**config.mk**
```make
export PLATFORM = sky130hd
export DESIGN_NAME = ctr_fit
export DESIGN_NICKNAME = d
export VERILOG_FILES = /design/src/rtl/core/ctr_pkg.sv /design/src/rtl/core/ctr_fit.sv
export SDC_FILE = /design/constraint.sdc
export NUM_CORES = 2
export LEC_CHECK = 0
export BUFFER_PORTS_ARGS = -buffer_cell sky130_fd_sc_hd__buf_2
export CAP_MARGIN = 10
export CELL_PAD_IN_SITES_DETAIL_PLACEMENT = 1
export CELL_PAD_IN_SITES_GLOBAL_PLACEMENT = 1
export CORE_MARGIN = 8
export CORE_UTILIZATION = 48
export DETAILED_ROUTE_END_ITERATION = 16
export PLACE_DENSITY = 0.79
export RECOVER_POWER = 50
export SLEW_MARGIN = 10
export SYNTH_ARGS = -nofsm -noshare
export SYNTH_HDL_FRONTEND = slang
export SYNTH_SLANG_ARGS = --single-unit
```
**constraint.sdc**
```tcl
create_clock -name i_clk -period 8.7 [get_ports i_clk]
set_input_delay 0.87 -clock i_clk [delete_from_list [all_inputs] [get_ports i_clk]]
set_output_delay 0.87 -clock i_clk [all_outputs]
set_load 0.02 [all_outputs]
```
**src/rtl/core/ctr_pkg.sv**
```systemverilog
// Shared types, constants and functions for the colour temperature to RGB unit.
// Depends on nothing; every other file of the block imports it.
package ctr_pkg;

    // Field widths fixed by the channel payloads
    localparam int T_W     = 16;
    localparam int LEVEL_W = 8;

    // Divide by 100 through a reciprocal: exact for every 24-bit dividend
    localparam int          DIV_IN_W    = 24;
    localparam int          RECIP_SHIFT = 31;
    localparam int          RECIP_W     = 25;
    localparam int          PROD_W      = DIV_IN_W + RECIP_W;
    localparam logic [RECIP_W-1:0] RECIP_MULT = 25'd21474837;
    localparam logic [7:0]  DIV_BIAS    = 8'd50;

    // Internal fixed-point widths
    localparam int X_W       = 18;   // Q10.8 temperature scale
    localparam int P_W       = 5;    // leading-one position
    localparam int FRAC_W    = 16;   // mantissa fraction
    localparam int E_W       = 12;   // log table entry, Q.12
    localparam int LN_W      = 17;   // signed Q4.12 log
    localparam int OFF_W     = 6;
    localparam int COEF_A_W  = 22;
    localparam int COEF_B_W  = 13;
    localparam int COEF_C_W  = 20;
    localparam int BX_W      = COEF_B_W + X_W + 1;
    localparam int CL_W      = COEF_C_W + LN_W;
    localparam int SUM_W     = 40;
    localparam int ROUND_POS = 24;

    localparam int LN2_Q12       = 2839;
    localparam int SERIES_TERMS  = 30;
    localparam int X_FRAC_BITS   = 8;

    // Temperature break points in kelvin
    localparam logic [T_W-1:0] T_KNEE       = 16'd6600;
    localparam logic [T_W-1:0] T_GREEN_ZERO = 16'd1000;
    localparam logic [T_W-1:0] T_BLUE_ZERO  = 16'd2000;

    localparam logic [LEVEL_W-1:0] LEVEL_MAX = 8'd255;

    // Lanes
    localparam int NUM_LANES  = 3;
    localparam int LANE_RED   = 0;
    localparam int LANE_GREEN = 1;
    localparam int LANE_BLUE  = 2;

    typedef enum logic [1:0] {
        MODE_FIT  = 2'd0,
        MODE_ZERO = 2'd1,
        MODE_FULL = 2'd2
    } t_chan_mode;

    typedef enum logic [1:0] {
        FIT_RED        = 2'd0,
        FIT_GREEN_WARM = 2'd1,
        FIT_GREEN_COOL = 2'd2,
        FIT_BLUE       = 2'd3
    } t_fit_sel;

    typedef struct packed {
        t_chan_mode mode;
        t_fit_sel   sel;
    } t_lane_tag;

    typedef struct packed {
        logic        [OFF_W-1:0]    offset;
        logic signed [COEF_A_W-1:0] a;
        logic signed [COEF_B_W-1:0] b;
        logic signed [COEF_C_W-1:0] c;
    } t_coef;

    typedef struct packed {
        t_lane_tag        tag;
        logic [X_W-1:0]   x;
    } t_lane_x;

    typedef struct packed {
        t_lane_tag               tag;
        logic        [X_W-1:0]   x;
        logic signed [LN_W-1:0]  lnx;
    } t_lane_ln;

    typedef t_lane_x  [NUM_LANES-1:0] t_word_x;
    typedef t_lane_ln [NUM_LANES-1:0] t_word_ln;

    typedef struct packed {
        logic [LEVEL_W-1:0] red_level;
        logic [LEVEL_W-1:0] green_level;
        logic [LEVEL_W-1:0] blue_level;
    } t_rgb;

    // Fit coefficients: offset in hundreds of kelvin, a, b, c in Q.12
    function automatic t_coef fit_coef(input t_fit_sel sel);
        t_coef cf;
        unique case (sel)
            FIT_RED: begin
                cf.offset = 6'd55;
                cf.a      = 22'sd1441669;
                cf.b      = 13'sd451;
                cf.c      = -20'sd164864;
            end
            FIT_GREEN_WARM: begin
                cf.offset = 6'd2;
                cf.a      = -22'sd635904;
                cf.b      = -13'sd1802;
                cf.c      = 20'sd427991;
            end
            FIT_GREEN_COOL: begin
                cf.offset = 6'd50;
                cf.a      = 22'sd1333043;
                cf.b      = 13'sd328;
                cf.c      = -20'sd115016;
            end
            FIT_BLUE: begin
                cf.offset = 6'd10;
                cf.a      = -22'sd1043538;
                cf.b      = 13'sd3400;
                cf.c      = 20'sd473825;
            end
        endcase
        return cf;
    endfunction

    // ln(1 + i/N) in Q.12 from z = i/(2N+i) in Q.30: 2*atanh(z), rounded half up
    function automatic logic [63:0] log_series(input logic [63:0] z);
        logic [63:0] z2;
        logic [63:0] term;
        logic [63:0] sum;
        z2   = (z * z) >> 30;
        term = z;
        sum  = 64'd0;
        for (int k = 0; k < SERIES_TERMS; k++) begin
            sum  = sum + term / 64'(2 * k + 1);
            term = (term * z2) >> 30;
        end
        return (64'd2 * sum + (64'd1 << 17)) >> 18;
    endfunction

endpackage

```
**src/rtl/core/ctr_fit.sv**
```systemverilog
// Fit evaluation: a + b*x + c*ln(x) per lane, rounding, clamping, fixed levels.
// Two pipeline stages; the last one is the output register. Depends on ctr_pkg.
module ctr_fit import ctr_pkg::*; (
    input  logic     i_clk,
    input  logic     i_rst_n,
    input  logic     i_valid,
    output logic     o_ready,
    input  t_word_ln i_word,
    output logic     o_valid,
    input  logic     i_ready,
    output t_rgb     o_word
);

    logic [1:0] r_vld;
    logic       en0;
    logic       en1;

    t_lane_tag [NUM_LANES-1:0] r0_tag;
    logic signed [BX_W-1:0]    r0_bx [NUM_LANES];
    logic signed [CL_W-1:0]    r0_cl [NUM_LANES];
    t_rgb                      r1_word;

    t_coef                     cf_in  [NUM_LANES];
    t_coef                     cf_sum [NUM_LANES];
    logic signed [BX_W-1:0]    bx     [NUM_LANES];
    logic signed [CL_W-1:0]    cl     [NUM_LANES];
    logic signed [SUM_W-1:0]   sum    [NUM_LANES];
    logic [SUM_W-1:0]          rnd    [NUM_LANES];
    logic [SUM_W-ROUND_POS-1:0] hi    [NUM_LANES];
    logic [LEVEL_W-1:0]        fit_lvl[NUM_LANES];
    logic [LEVEL_W-1:0]        lvl    [NUM_LANES];

    // Stage enables
    assign en1     = !r_vld[1] || i_ready;
    assign en0     = !r_vld[0] || en1;
    assign o_ready = en0;
    assign o_valid = r_vld[1];
    assign o_word  = r1_word;

    always_ff @(posedge i_clk) begin
        if (!i_rst_n) begin
            r_vld <= '0;
        end else begin
            if (en0) r_vld[0] <= i_valid;
            if (en1) r_vld[1] <= r_vld[0];
        end
    end

    // Stage 0: the two products
    always_comb begin
        for (int l = 0; l < NUM_LANES; l++) begin
            cf_in[l] = fit_coef(i_word[l].tag.sel);
            bx[l] = cf_in[l].b * $signed({1'b0, i_word[l].x});
            cl[l] = cf_in[l].c * i_word[l].lnx;
        end
    end

    always_ff @(posedge i_clk) begin
        if (en0) begin
            for (int l = 0; l < NUM_LANES; l++) begin
                r0_tag[l] <= i_word[l].tag;
                r0_bx[l]  <= bx[l];
                r0_cl[l]  <= cl[l];
            end
        end
    end

    // Stage 1: sum in Q.24, round half up, clamp, then pick fixed or fitted level
    always_comb begin
        for (int l = 0; l < NUM_LANES; l++) begin
            cf_sum[l] = fit_coef(r0_tag[l].sel);
            sum[l] = (SUM_W'(cf_sum[l].a) <<< 12) + (SUM_W'(r0_bx[l]) <<< 4)
                   + SUM_W'(r0_cl[l]);
            rnd[l] = sum[l] + (SUM_W'(1) << (ROUND_POS - 1));
            hi[l]  = rnd[l][SUM_W-1:ROUND_POS];
            if (sum[l] < 0)                             fit_lvl[l] = '0;
            else if (hi[l] > (SUM_W-ROUND_POS)'(LEVEL_MAX)) fit_lvl[l] = LEVEL_MAX;
            else                                        fit_lvl[l] = hi[l][LEVEL_W-1:0];
            unique case (r0_tag[l].mode)
                MODE_FIT:  lvl[l] = fit_lvl[l];
                MODE_ZERO: lvl[l] = '0;
                MODE_FULL: lvl[l] = LEVEL_MAX;
                default:   lvl[l] = '0;
            endcase
        end
    end

    always_ff @(posedge i_clk) begin
        if (en1) begin
            r1_word.red_level   <= lvl[LANE_RED];
            r1_word.green_level <= lvl[LANE_GREEN];
            r1_word.blue_level  <= lvl[LANE_BLUE];
        end
    end

endmodule

```
==> impl_metrics.toml <==
[synthesis]
synth_top_family_by_area = "adder cells"
synth_top_flop_cell = "edfxtp_1"
synth_edf_count = 231
synth_seq_area_share_pct = 9.89
ys_ff_latch = 233
synth_fp_nets = 9633
synth_simple_gate_area_share_pct = 11.2
synth_fa_ha_area_share_pct = 58.3
muxShareOfSynthArea_pct = 0.129
syn_area_um2 = 70600
syn-instance-count = 7156
synth_xor_area_share_pct = 3.19
synth-async-reset-ratio_pct = 0
yosys_warnings = 0
synth_top_area_share_pct = 44.0
synth_compound_area_share_pct = 5.93
synthDistinctLibCells = 87
avgSynthCellArea_um2 = 9.86
synth_area_leaders = "fa_1 (44%), ha_1 (14%), inv_1 (11%)"
yosysTopAreaCell = "fa_1"

[floorplanning]
dieArea_um2 = 160000
design.core.area_um2 = 146000
die_h_um = 399
die-width_um = 399
io_pins = 147
rows = 140
start_util_pct = 48.4

[placed_design]
finalWeightedCongestion = 0.970
portBuffers = 146
place_hpwl_um = 178000

[sta]
max_freq_mhz = 121
slew_headroom_pct = -204
finalSetupViolCount = 0
finalCriticalPeriod_ns = 8.25
finalClockSkew_ns = 0.0339
timing.final.crit_share_pct = 94.9
hold_viol = 0
worst_pin_slew_ns = 4.57
maxSlewViolCount = 132
rsz0062_at_grt = "no"
worst_hold_slack_ns = 0.442
setup_tns_ns = 0

[clock_network]
cts_buffers = 30
cts_resized = 0
htreeDepth = 1
post-cts-setup-buffers = 0
path_clk_slew_ns = 0.06
cts_sinks = 233
hold_buffers = 0
cts_buffer_depth = 3
cts_tree = "yes"
cts_root_buffer = "clkbuf_16"
clk_latency_ns = 0.63

[job]
drv_cap = 2

[layout]
final_nets = 9747
synthToLayoutAreaGrowth_pct = 5.98
drive_gt1_share_pct = 4.21

[grt]
grt_max_degree = 81
track_usage_pct = 25.8
grt_pass1_vias = 58000
grt_overflow = 0
grt_first_pass_wirelength_um = 323000
antenna_found_initial = 12

[route]
first_pass_iters = 5
via_count = 48700
drt-total-wl_um = 200000
via_per_inst = 5.29
drc = 0
wire_per_inst_um = 21.7
ant_nets = 0
drt-initial-drc-count = 2168

[worst_setup_path]
startpoint_type = "input pin"
worstPathRequired_ns = 9.07
cpPeakStageDelay_ns = 0.68
r2r_slack_ns = 1.06
end_kind = "flip-flop"
arrival_ns = 8.62
path_class = "in2reg"
slowest_stage = "nor2_1"
cp_max_fo = 6

[min_path]
hold_path.class = "in2reg"

[run_status]
failed_checks = "capacitance limit, slew limit"
outcome = "finished, violations left"
-- through the flow --
stage / cells / cell area, um2 / utilization, % / setup WS (ns)
after floorplan: 7156 / 70600 / - / 0.291
after global placement: 9155 / 73800 / 50.6 / 0.305
after detailed placement: 9155 / 73800 / 50.6 / -0.00628
after CTS: 9208 / 74800 / 51.3 / 0.673
after global routing: 9212 / 74800 / 51.3 / 0.148
final: 9213 / 74800 / 51.3 / 0.446
-- logic make-up after synthesis --
kind of cell | count (synthesis)
AOI/OAI and AO/OA | 636
xor gates and xnor gates | 256
adders and majority gates | 2356
buffers and inverters | 2145
DFF | 233
muxes | 9
and+or+nand+nor | 1521
-- final cells by class --
| cell class | count | area [um2] |
|---|---|---|
| clock inverter | 21 | 268 |
| timing repair buffer | 229 | 1340 |
| multi-input combinational | 4778 | 55500 |
| fill | 16500 | 71000 |
| inverter | 1998 | 7500 |
| sequential | 233 | 6980 |
| tap | 1917 | 2400 |
| antenna | 5 | 12.5 |
| clock buffer | 32 | 758 |
-- final timing paths --
path,start,to,depth (start not counted)
hold reg to reg,r_vld[0],r_vld[1],1
setup / recovery,i_word[113],r0_bx[0][95],27
setup reg to reg,r_vld[1],r0_cl[0][109],4
hold / removal,i_word[77],r0_tag[7],1
-- registers in the layout, indices dropped and copies added, names as in the netlist --
name    cells
r0_cl      99
r_vld       2
r0_tag     12
o_word     24
r0_bx      96
-- critical path, delay by kind of cell --
kind | cells | cell delay (ns)
xor gates and xnor gates | 1 | 0.09
buffers and inverters | 7 | 1.00
adders and majority gates | 8 | 3.48
and+or+nand+nor | 2 | 0.76
AOI/OAI and AO/OA | 9 | 2.39
-- cells in the final DEF, fill, tap and decap left out, types with 22 or more instances in the layout --
cell type	netlist	final
a211oi_1	27	27
a21o_1	79	79
a21oi_1	197	197
a31oi_1	24	24
and2_1	298	295
and3_1	33	33
buf_2	0	115
buf_4	1	76
clkbuf_1	141	36
clkbuf_16	0	30
edfxtp_1	231	231
fa_1	1551	1551
ha_1	805	804
inv_1	1994	1994
nand2_1	383	383
nand2b_1	169	169
nand3_1	65	65
nand4_1	22	22
nor2_1	244	244
nor2b_1	156	156
nor3_1	55	55
o21a_1	34	34
o21ai_0	104	104
o21bai_1	24	24
or2_2	40	40
xnor2_1	195	195
xor2_1	60	60
-- per-layer routing --
| metal | vias to the layer above | share of wire (%) | GRT usage [%] |
|---|---|---|---|
| li1 | 21900 | - | - |
| met1 | 25500 | 41 | 32.1 |
| met2 | 958 | 52 | 47.4 |
| met3 | 380 | 3.5 | 2.03 |
| met4 | 6 | 3.8 | 8.67 |
| met5 | - | 0.023 | 0 |
-- synthesized netlist by cell type (141+ instances only) --
cell      number
nor2b_1      156
clkbuf_1     141
xnor2_1      195
edfxtp_1     231
nand2b_1     169
a21oi_1      197
fa_1        1551
nand2_1      383
ha_1         805
and2_1       298
nor2_1       244
inv_1       1994
Power is not shown: default switching activity piles up to over one toggle a cycle in this logic, so the estimate is an artifact.
