<file path="config.mk">
export PLATFORM = sky130hd
export DESIGN_NAME = ctr_log
export DESIGN_NICKNAME = d
export VERILOG_FILES = /design/src/rtl/core/ctr_pkg.sv /design/src/rtl/core/ctr_log.sv
export SDC_FILE = /design/constraint.sdc
export NUM_CORES = 2
export LEC_CHECK = 0
export BUFFER_PORTS_ARGS = -buffer_cell sky130_fd_sc_hd__buf_2
export CAP_MARGIN = 15
export CORE_ASPECT_RATIO = 1.5
export CORE_MARGIN = 10
export CORE_UTILIZATION = 40
export DETAILED_ROUTE_END_ITERATION = 6
export MAX_ROUTING_LAYER = met4
export PLACE_DENSITY = 0.59
export SYNTH_ARGS = -nofsm -noshare
export SYNTH_HDL_FRONTEND = slang
export SYNTH_SLANG_ARGS = --single-unit
</file>
<file path="constraint.sdc">
create_clock -name i_clk -period 20.3 [get_ports i_clk]
set_clock_uncertainty 0.15 [all_clocks]
set_input_delay 3.045 -clock i_clk [delete_from_list [all_inputs] [get_ports i_clk]]
set_output_delay 3.045 -clock i_clk [all_outputs]
set_load 0.005 [all_outputs]
</file>
<file path="src/rtl/core/ctr_pkg.sv">
// Shared types, constants and functions for the colour temperature to RGB unit.
// Depends on nothing; every other file of the block imports it.
package ctr_pkg;

    // Field widths fixed by the channel payloads
    localparam int T_W     = 16;
    localparam int LEVEL_W = 8;

    // Divide by 100 through a reciprocal: exact for every 24-bit dividend
    localparam int          DIV_IN_W    = 24;
    localparam int          RECIP_SHIFT = 31;
    localparam int          RECIP_W     = 25;
    localparam int          PROD_W      = DIV_IN_W + RECIP_W;
    localparam logic [RECIP_W-1:0] RECIP_MULT = 25'd21474837;
    localparam logic [7:0]  DIV_BIAS    = 8'd50;

    // Internal fixed-point widths
    localparam int X_W       = 18;   // Q10.8 temperature scale
    localparam int P_W       = 5;    // leading-one position
    localparam int FRAC_W    = 16;   // mantissa fraction
    localparam int E_W       = 12;   // log table entry, Q.12
    localparam int LN_W      = 17;   // signed Q4.12 log
    localparam int OFF_W     = 6;
    localparam int COEF_A_W  = 22;
    localparam int COEF_B_W  = 13;
    localparam int COEF_C_W  = 20;
    localparam int BX_W      = COEF_B_W + X_W + 1;
    localparam int CL_W      = COEF_C_W + LN_W;
    localparam int SUM_W     = 40;
    localparam int ROUND_POS = 24;

    localparam int LN2_Q12       = 2839;
    localparam int SERIES_TERMS  = 30;
    localparam int X_FRAC_BITS   = 8;

    // Temperature break points in kelvin
    localparam logic [T_W-1:0] T_KNEE       = 16'd6600;
    localparam logic [T_W-1:0] T_GREEN_ZERO = 16'd1000;
    localparam logic [T_W-1:0] T_BLUE_ZERO  = 16'd2000;

    localparam logic [LEVEL_W-1:0] LEVEL_MAX = 8'd255;

    // Lanes
    localparam int NUM_LANES  = 3;
    localparam int LANE_RED   = 0;
    localparam int LANE_GREEN = 1;
    localparam int LANE_BLUE  = 2;

    typedef enum logic [1:0] {
        MODE_FIT  = 2'd0,
        MODE_ZERO = 2'd1,
        MODE_FULL = 2'd2
    } t_chan_mode;

    typedef enum logic [1:0] {
        FIT_RED        = 2'd0,
        FIT_GREEN_WARM = 2'd1,
        FIT_GREEN_COOL = 2'd2,
        FIT_BLUE       = 2'd3
    } t_fit_sel;

    typedef struct packed {
        t_chan_mode mode;
        t_fit_sel   sel;
    } t_lane_tag;

    typedef struct packed {
        logic        [OFF_W-1:0]    offset;
        logic signed [COEF_A_W-1:0] a;
        logic signed [COEF_B_W-1:0] b;
        logic signed [COEF_C_W-1:0] c;
    } t_coef;

    typedef struct packed {
        t_lane_tag        tag;
        logic [X_W-1:0]   x;
    } t_lane_x;

    typedef struct packed {
        t_lane_tag               tag;
        logic        [X_W-1:0]   x;
        logic signed [LN_W-1:0]  lnx;
    } t_lane_ln;

    typedef t_lane_x  [NUM_LANES-1:0] t_word_x;
    typedef t_lane_ln [NUM_LANES-1:0] t_word_ln;

    typedef struct packed {
        logic [LEVEL_W-1:0] red_level;
        logic [LEVEL_W-1:0] green_level;
        logic [LEVEL_W-1:0] blue_level;
    } t_rgb;

    // Fit coefficients: offset in hundreds of kelvin, a, b, c in Q.12
    function automatic t_coef fit_coef(input t_fit_sel sel);
        t_coef cf;
        unique case (sel)
            FIT_RED: begin
                cf.offset = 6'd55;
                cf.a      = 22'sd1441669;
                cf.b      = 13'sd451;
                cf.c      = -20'sd164864;
            end
            FIT_GREEN_WARM: begin
                cf.offset = 6'd2;
                cf.a      = -22'sd635904;
                cf.b      = -13'sd1802;
                cf.c      = 20'sd427991;
            end
            FIT_GREEN_COOL: begin
                cf.offset = 6'd50;
                cf.a      = 22'sd1333043;
                cf.b      = 13'sd328;
                cf.c      = -20'sd115016;
            end
            FIT_BLUE: begin
                cf.offset = 6'd10;
                cf.a      = -22'sd1043538;
                cf.b      = 13'sd3400;
                cf.c      = 20'sd473825;
            end
        endcase
        return cf;
    endfunction

    // ln(1 + i/N) in Q.12 from z = i/(2N+i) in Q.30: 2*atanh(z), rounded half up
    function automatic logic [63:0] log_series(input logic [63:0] z);
        logic [63:0] z2;
        logic [63:0] term;
        logic [63:0] sum;
        z2   = (z * z) >> 30;
        term = z;
        sum  = 64'd0;
        for (int k = 0; k < SERIES_TERMS; k++) begin
            sum  = sum + term / 64'(2 * k + 1);
            term = (term * z2) >> 30;
        end
        return (64'd2 * sum + (64'd1 << 17)) >> 18;
    endfunction

endpackage

</file>
<file path="src/rtl/core/ctr_log.sv">
// Natural log unit: leading-one search, normalise, interpolated table, ln 2 scaling.
// Four pipeline stages over all three lanes; depends on ctr_pkg.
module ctr_log import ctr_pkg::*; #(
    parameter int LOG_TABLE_ENTRIES = 64
) (
    input  logic     i_clk,
    input  logic     i_rst_n,
    input  logic     i_valid,
    output logic     o_ready,
    input  t_word_x  i_word,
    output logic     o_valid,
    input  logic     i_ready,
    output t_word_ln o_word
);

    localparam int AW = $clog2(LOG_TABLE_ENTRIES + 1);
    localparam int SW = FRAC_W + AW;
    localparam int MW = E_W + FRAC_W;

    logic [3:0] r_vld;
    logic       en0;
    logic       en1;
    logic       en2;
    logic       en3;

    // ln(1 + i/N) table, built at elaboration
    logic [E_W-1:0] log_tab [0:LOG_TABLE_ENTRIES];

    for (genvar gi = 0; gi <= LOG_TABLE_ENTRIES; gi++) begin : g_tab
        localparam logic [63:0] Z =
            (64'(gi) << 30) / 64'(2 * LOG_TABLE_ENTRIES + gi);
        localparam logic [E_W-1:0] ENTRY = E_W'(log_series(Z));
        assign log_tab[gi] = ENTRY;
    end

    t_word_x           r0_word;
    logic [P_W-1:0]    r0_p    [NUM_LANES];
    t_word_x           r1_word;
    logic [P_W-1:0]    r1_p    [NUM_LANES];
    logic [AW-1:0]     r1_idx  [NUM_LANES];
    logic [FRAC_W-1:0] r1_rem  [NUM_LANES];
    t_word_x           r2_word;
    logic [P_W-1:0]    r2_p    [NUM_LANES];
    logic [E_W-1:0]    r2_e0   [NUM_LANES];
    logic [E_W-1:0]    r2_diff [NUM_LANES];
    logic [FRAC_W-1:0] r2_rem  [NUM_LANES];
    t_word_ln          r3_word;

    logic [P_W-1:0]         lz_p   [NUM_LANES];
    logic [P_W-1:0]         sh     [NUM_LANES];
    logic [X_W-1:0]         norm   [NUM_LANES];
    logic [SW-1:0]          scaled [NUM_LANES];
    logic [AW-1:0]          idx_nx [NUM_LANES];
    logic [E_W-1:0]         e0     [NUM_LANES];
    logic [E_W-1:0]         e1     [NUM_LANES];
    logic [MW:0]            mix    [NUM_LANES];
    logic [E_W:0]           interp [NUM_LANES];
    logic signed [LN_W-1:0] pm8    [NUM_LANES];
    logic signed [LN_W-1:0] ln_base[NUM_LANES];
    t_word_ln               word;

    // Stage enables
    assign en3     = !r_vld[3] || i_ready;
    assign en2     = !r_vld[2] || en3;
    assign en1     = !r_vld[1] || en2;
    assign en0     = !r_vld[0] || en1;
    assign o_ready = en0;
    assign o_valid = r_vld[3];
    assign o_word  = r3_word;

    always_ff @(posedge i_clk) begin
        if (!i_rst_n) begin
            r_vld <= '0;
        end else begin
            if (en0) r_vld[0] <= i_valid;
            if (en1) r_vld[1] <= r_vld[0];
            if (en2) r_vld[2] <= r_vld[1];
            if (en3) r_vld[3] <= r_vld[2];
        end
    end

    // Stage 0: find the leading one of x
    always_comb begin
        for (int l = 0; l < NUM_LANES; l++) begin
            lz_p[l] = '0;
            for (int b = 0; b < X_W; b++) begin
                if (i_word[l].x[b]) lz_p[l] = P_W'(b);
            end
        end
    end

    always_ff @(posedge i_clk) begin
        if (en0) begin
            r0_word <= i_word;
            r0_p    <= lz_p;
        end
    end

    // Stage 1: normalise and split the fraction into table index and remainder
    always_comb begin
        for (int l = 0; l < NUM_LANES; l++) begin
            sh[l]     = P_W'(X_W - 1) - r0_p[l];
            norm[l]   = r0_word[l].x << sh[l];
            scaled[l] = SW'(norm[l][X_W-2:X_W-1-FRAC_W]) * SW'(LOG_TABLE_ENTRIES);
        end
    end

    always_ff @(posedge i_clk) begin
        if (en1) begin
            r1_word <= r0_word;
            r1_p    <= r0_p;
            for (int l = 0; l < NUM_LANES; l++) begin
                r1_idx[l] <= scaled[l][SW-1:FRAC_W];
                r1_rem[l] <= scaled[l][FRAC_W-1:0];
            end
        end
    end

    // Stage 2: read the two neighbouring entries
    always_comb begin
        for (int l = 0; l < NUM_LANES; l++) begin
            idx_nx[l] = r1_idx[l] + AW'(1);
            e0[l]     = log_tab[r1_idx[l]];
            e1[l]     = log_tab[idx_nx[l]];
        end
    end

    always_ff @(posedge i_clk) begin
        if (en2) begin
            r2_word <= r1_word;
            r2_p    <= r1_p;
            r2_rem  <= r1_rem;
            for (int l = 0; l < NUM_LANES; l++) begin
                r2_e0[l]   <= e0[l];
                r2_diff[l] <= e1[l] - e0[l];
            end
        end
    end

    // Stage 3: interpolate, round half up, add the octave term
    always_comb begin
        for (int l = 0; l < NUM_LANES; l++) begin
            mix[l]     = (MW+1)'(r2_diff[l]) * (MW+1)'(r2_rem[l])
                       + (MW+1)'(1 << (FRAC_W - 1));
            interp[l]  = (E_W+1)'(r2_e0[l]) + (E_W+1)'(mix[l][MW:FRAC_W]);
            pm8[l]     = $signed(LN_W'(r2_p[l])) - $signed(LN_W'(X_FRAC_BITS));
            ln_base[l] = pm8[l] * $signed(LN_W'(LN2_Q12));
            word[l].tag = r2_word[l].tag;
            word[l].x   = r2_word[l].x;
            word[l].lnx = ln_base[l] + $signed(LN_W'(interp[l]));
        end
    end

    always_ff @(posedge i_clk) begin
        if (en3) r3_word <= word;
    end

endmodule

</file>
==> impl_metrics.env <==
export IMPL_h_tree_depth=2
export IMPL_crit_slowest_cell="fa_1"
export IMPL_synth_nets=5183
export IMPL_yosysWarnings=0
export IMPL_wirelength_um=112500
export IMPL_clk_latency_ns=0.69
export IMPL_cp_common_cell="fa_1"
export IMPL_cts_setup_buffers=0
export IMPL_tightestPinTransition_ns=1.098
export IMPL_grt_pass1_vias=32020
export IMPL_drv_cap=0
export IMPL_overflow=0
export IMPL_initial_core_util_pct=40.15
export IMPL_crit_path_max_fanout=12
export IMPL_grt_max_degree=70
export IMPL_worstPathRequired_ns=20.54
export IMPL_critPathCaptureType="flip-flop"
export IMPL_hold_viol_final=0
export IMPL_setup_slack_ns=9.882
export IMPL_synthesis_area_um2=44010
export IMPL_num_rows=149
export IMPL_via_count=31840
export IMPL_hold_class="flip-flop to flip-flop"
export IMPL_grt_antenna_before_repair=8
export IMPL_ys_types=84
export IMPL_grt_use_total_pct=18.29
export IMPL_drt_first_iter_violations=2378
export IMPL_whs_path_depth=0
export IMPL_cts_tree="built"
export IMPL_reg2reg_depth=42
export IMPL_max_slew_margin_rel_pct=26.81
export IMPL_rsz0062_at_grt="no"
export IMPL_dieHeight_um=426.2
export IMPL_synthFlopType="edfxtp_1"
export IMPL_pin_count=189
export IMPL_postPlaceCellArea_um2=46350
export IMPL_grtUsageMet2_pct=33.54
export IMPL_post_route_period_util_pct=51.32
export IMPL_cts_root_buf="clkbuf_16"
export IMPL_hpwl_um=87730
export IMPL_synth_enable_flop_cells=510
export IMPL_use_met1_pct=19.83
export IMPL_drive_gt1_share_pct=8.843
export IMPL_routed_via_density=5.387
export IMPL_synth_seq_cells=514
export IMPL_period_needed_ns=10.42
export IMPL_numCtsBuffers=54
export IMPL_fillers=10500
export IMPL_grt_pass1_wl_um=177200
export IMPL_drc=0
export IMPL_stdcell_area_um2=48110
export IMPL_syn_area_per_cell_um2=10.12
export IMPL_place_ws_ns=9.819
export IMPL_yosysSeqAreaShare_pct=34.98
export IMPL_syn_inst=4348
export IMPL_finalSetupViolations=0
export IMPL_fin_setup_tns_ns=0
export IMPL_cts_hold_buf=0
export IMPL_ant_nets=0
export IMPL_clock_fmax_ghz=0.09599
export IMPL_status="completed"
export IMPL_path_clk_slew_ns=0.06
export IMPL_drt_wirelength_per_cell_um=19.03
export IMPL_nNetsFinal=5260
export IMPL_post_cts_resized=0
export IMPL_setup_worst_path_class="flip-flop to flip-flop"
export IMPL_top_usage_layer="met2"
export IMPL_gp_congestion=0.9160
export IMPL_dr_pass1_iters=6
export IMPL_die_w_um=290.8
export IMPL_clk_path_buf_depth=3
export IMPL_portBuffers=188
export IMPL_worstPathArrival_ns=10.66
export IMPL_cp_start_kind="flip-flop"
export IMPL_synth_async_reset_ratio_pct=0
export IMPL_fp_coreArea_um2=109600
export IMPL_grtUsageMet3_pct=2.197
export IMPL_slew_violations=0
export IMPL_dieArea_um2=124000
export IMPL_cpPeakStageDelay_ns=0.54
export IMPL_area_delta_synth_final_pct=9.314
export IMPL_clock_sinks=514
==> worst max-delay path: cells and delay by family, from the launching register on <==
| family | cells | cell delay, ns |
|---|---|---|
| AND/OR/NAND/NOR | 5 | 0.82 |
| AO/OA/AOI/OAI | 13 | 2.50 |
| adder cells (fa/ha/maj) | 12 | 5.12 |
| XOR/XNOR | 5 | 0.72 |
| flip-flops | 1 | 0.52 |
| buffers and inverters | 7 | 0.35 |
==> cells by family (layout without fill, tap and decap cells) <==
family,Yosys count,count (layout),share of synthesized area [%]
adder cells (fa/ha/maj),765,765,26.80
other,0,9,0
multiplexers,88,88,2.906
buffers and inverters,719,838,6.135
flip-flops,514,514,34.98
XOR/XNOR,201,201,4.000
AO/OA/AOI/OAI,861,861,12.45
AND/OR/NAND/NOR,1200,1200,12.73
==> sequential cells by signal, summed over array words and instances, names as in the netlist <==
register and count:
r_vld 4, o_word 117, r2_p 15, r1_word 66
r2_e0 36, r0_word 66, r1_rem 30, r0_p 15
r1_idx 18, r1_p 15, r2_rem 30, r2_word 66
r2_diff 36
==> metrics by stage <==
stage | hold slack, ns | cells | utilization, %
after floorplan | 0.2503 | 4348 | -
after global placement | 0.2508 | 5803 | 42.28
after detailed placement | 0.2545 | 5803 | 42.28
after CTS | 0.2162 | 5901 | 43.87
after global routing | 0.2348 | 5909 | 43.88
final | 0.2227 | 5910 | 43.89
==> layer usage <==
metal	part of all wire, %	vias up
li1	-	15220
met1	38	15610
met3	4.1	217
met2	54	785
met5	0	-
met4	4.2	0
==> layout make-up <==
cell class              count  area (um2)  area share, %
multi-input cells        3115       25970          53.98
flip-flops and latches    514       15390          32.00
inverters                 506        1909          3.969
well taps                1434        1794          3.730
clock buffers              65        1413          2.936
repair buffers            234        1286          2.674
clock inverters            33       321.6         0.6684
diodes                      9       22.52        0.04681
==> Yosys cell counts (98+ instances only) <==
| library cell | instances | area share [%] |
|---|---|---|
| a211oi_1 | 101 | 1.7 |
| edfxtp_1 | 510 | 35 |
| and2_1 | 197 | 2.8 |
| nor3_1 | 98 | 1.1 |
| nor2_1 | 296 | 2.5 |
| xnor2_1 | 133 | 2.6 |
| clkbuf_1 | 190 | 1.6 |
| inv_1 | 495 | 4.2 |
| a21oi_1 | 263 | 3.0 |
| ha_1 | 469 | 13 |
| o21ai_0 | 190 | 2.2 |
| nand2_1 | 419 | 3.6 |
| fa_1 | 296 | 13 |
==> path summary, 6_finish.rpt <==
| path | endpoint | slack (ns) | start |
|---|---|---|---|
| max | o_word[55] | 9.88 | r2_rem[26] |
| min | r2_word[38] | 0.22 | r1_word[38] |
| max reg2reg | o_word[55] | 9.88 | r2_rem[26] |
| min reg2reg | r2_word[38] | 0.22 | r1_word[38] |
==> cells in the final DEF, fill, tap and decap left out, types with 101 or more instances in the layout <==
| cell type | n |
|---|---|
| nand2_1 | 417 |
| nor2_1 | 296 |
| fa_1 | 296 |
| a21oi_1 | 263 |
| xnor2_1 | 128 |
| o21ai_0 | 190 |
| ha_1 | 469 |
| buf_2 | 188 |
| inv_1 | 493 |
| edfxtp_1 | 510 |
| a211oi_1 | 101 |
| and2_1 | 197 |
Power is not shown: default switching activity piles up to over one toggle a cycle in this logic, so the estimate is an artifact.
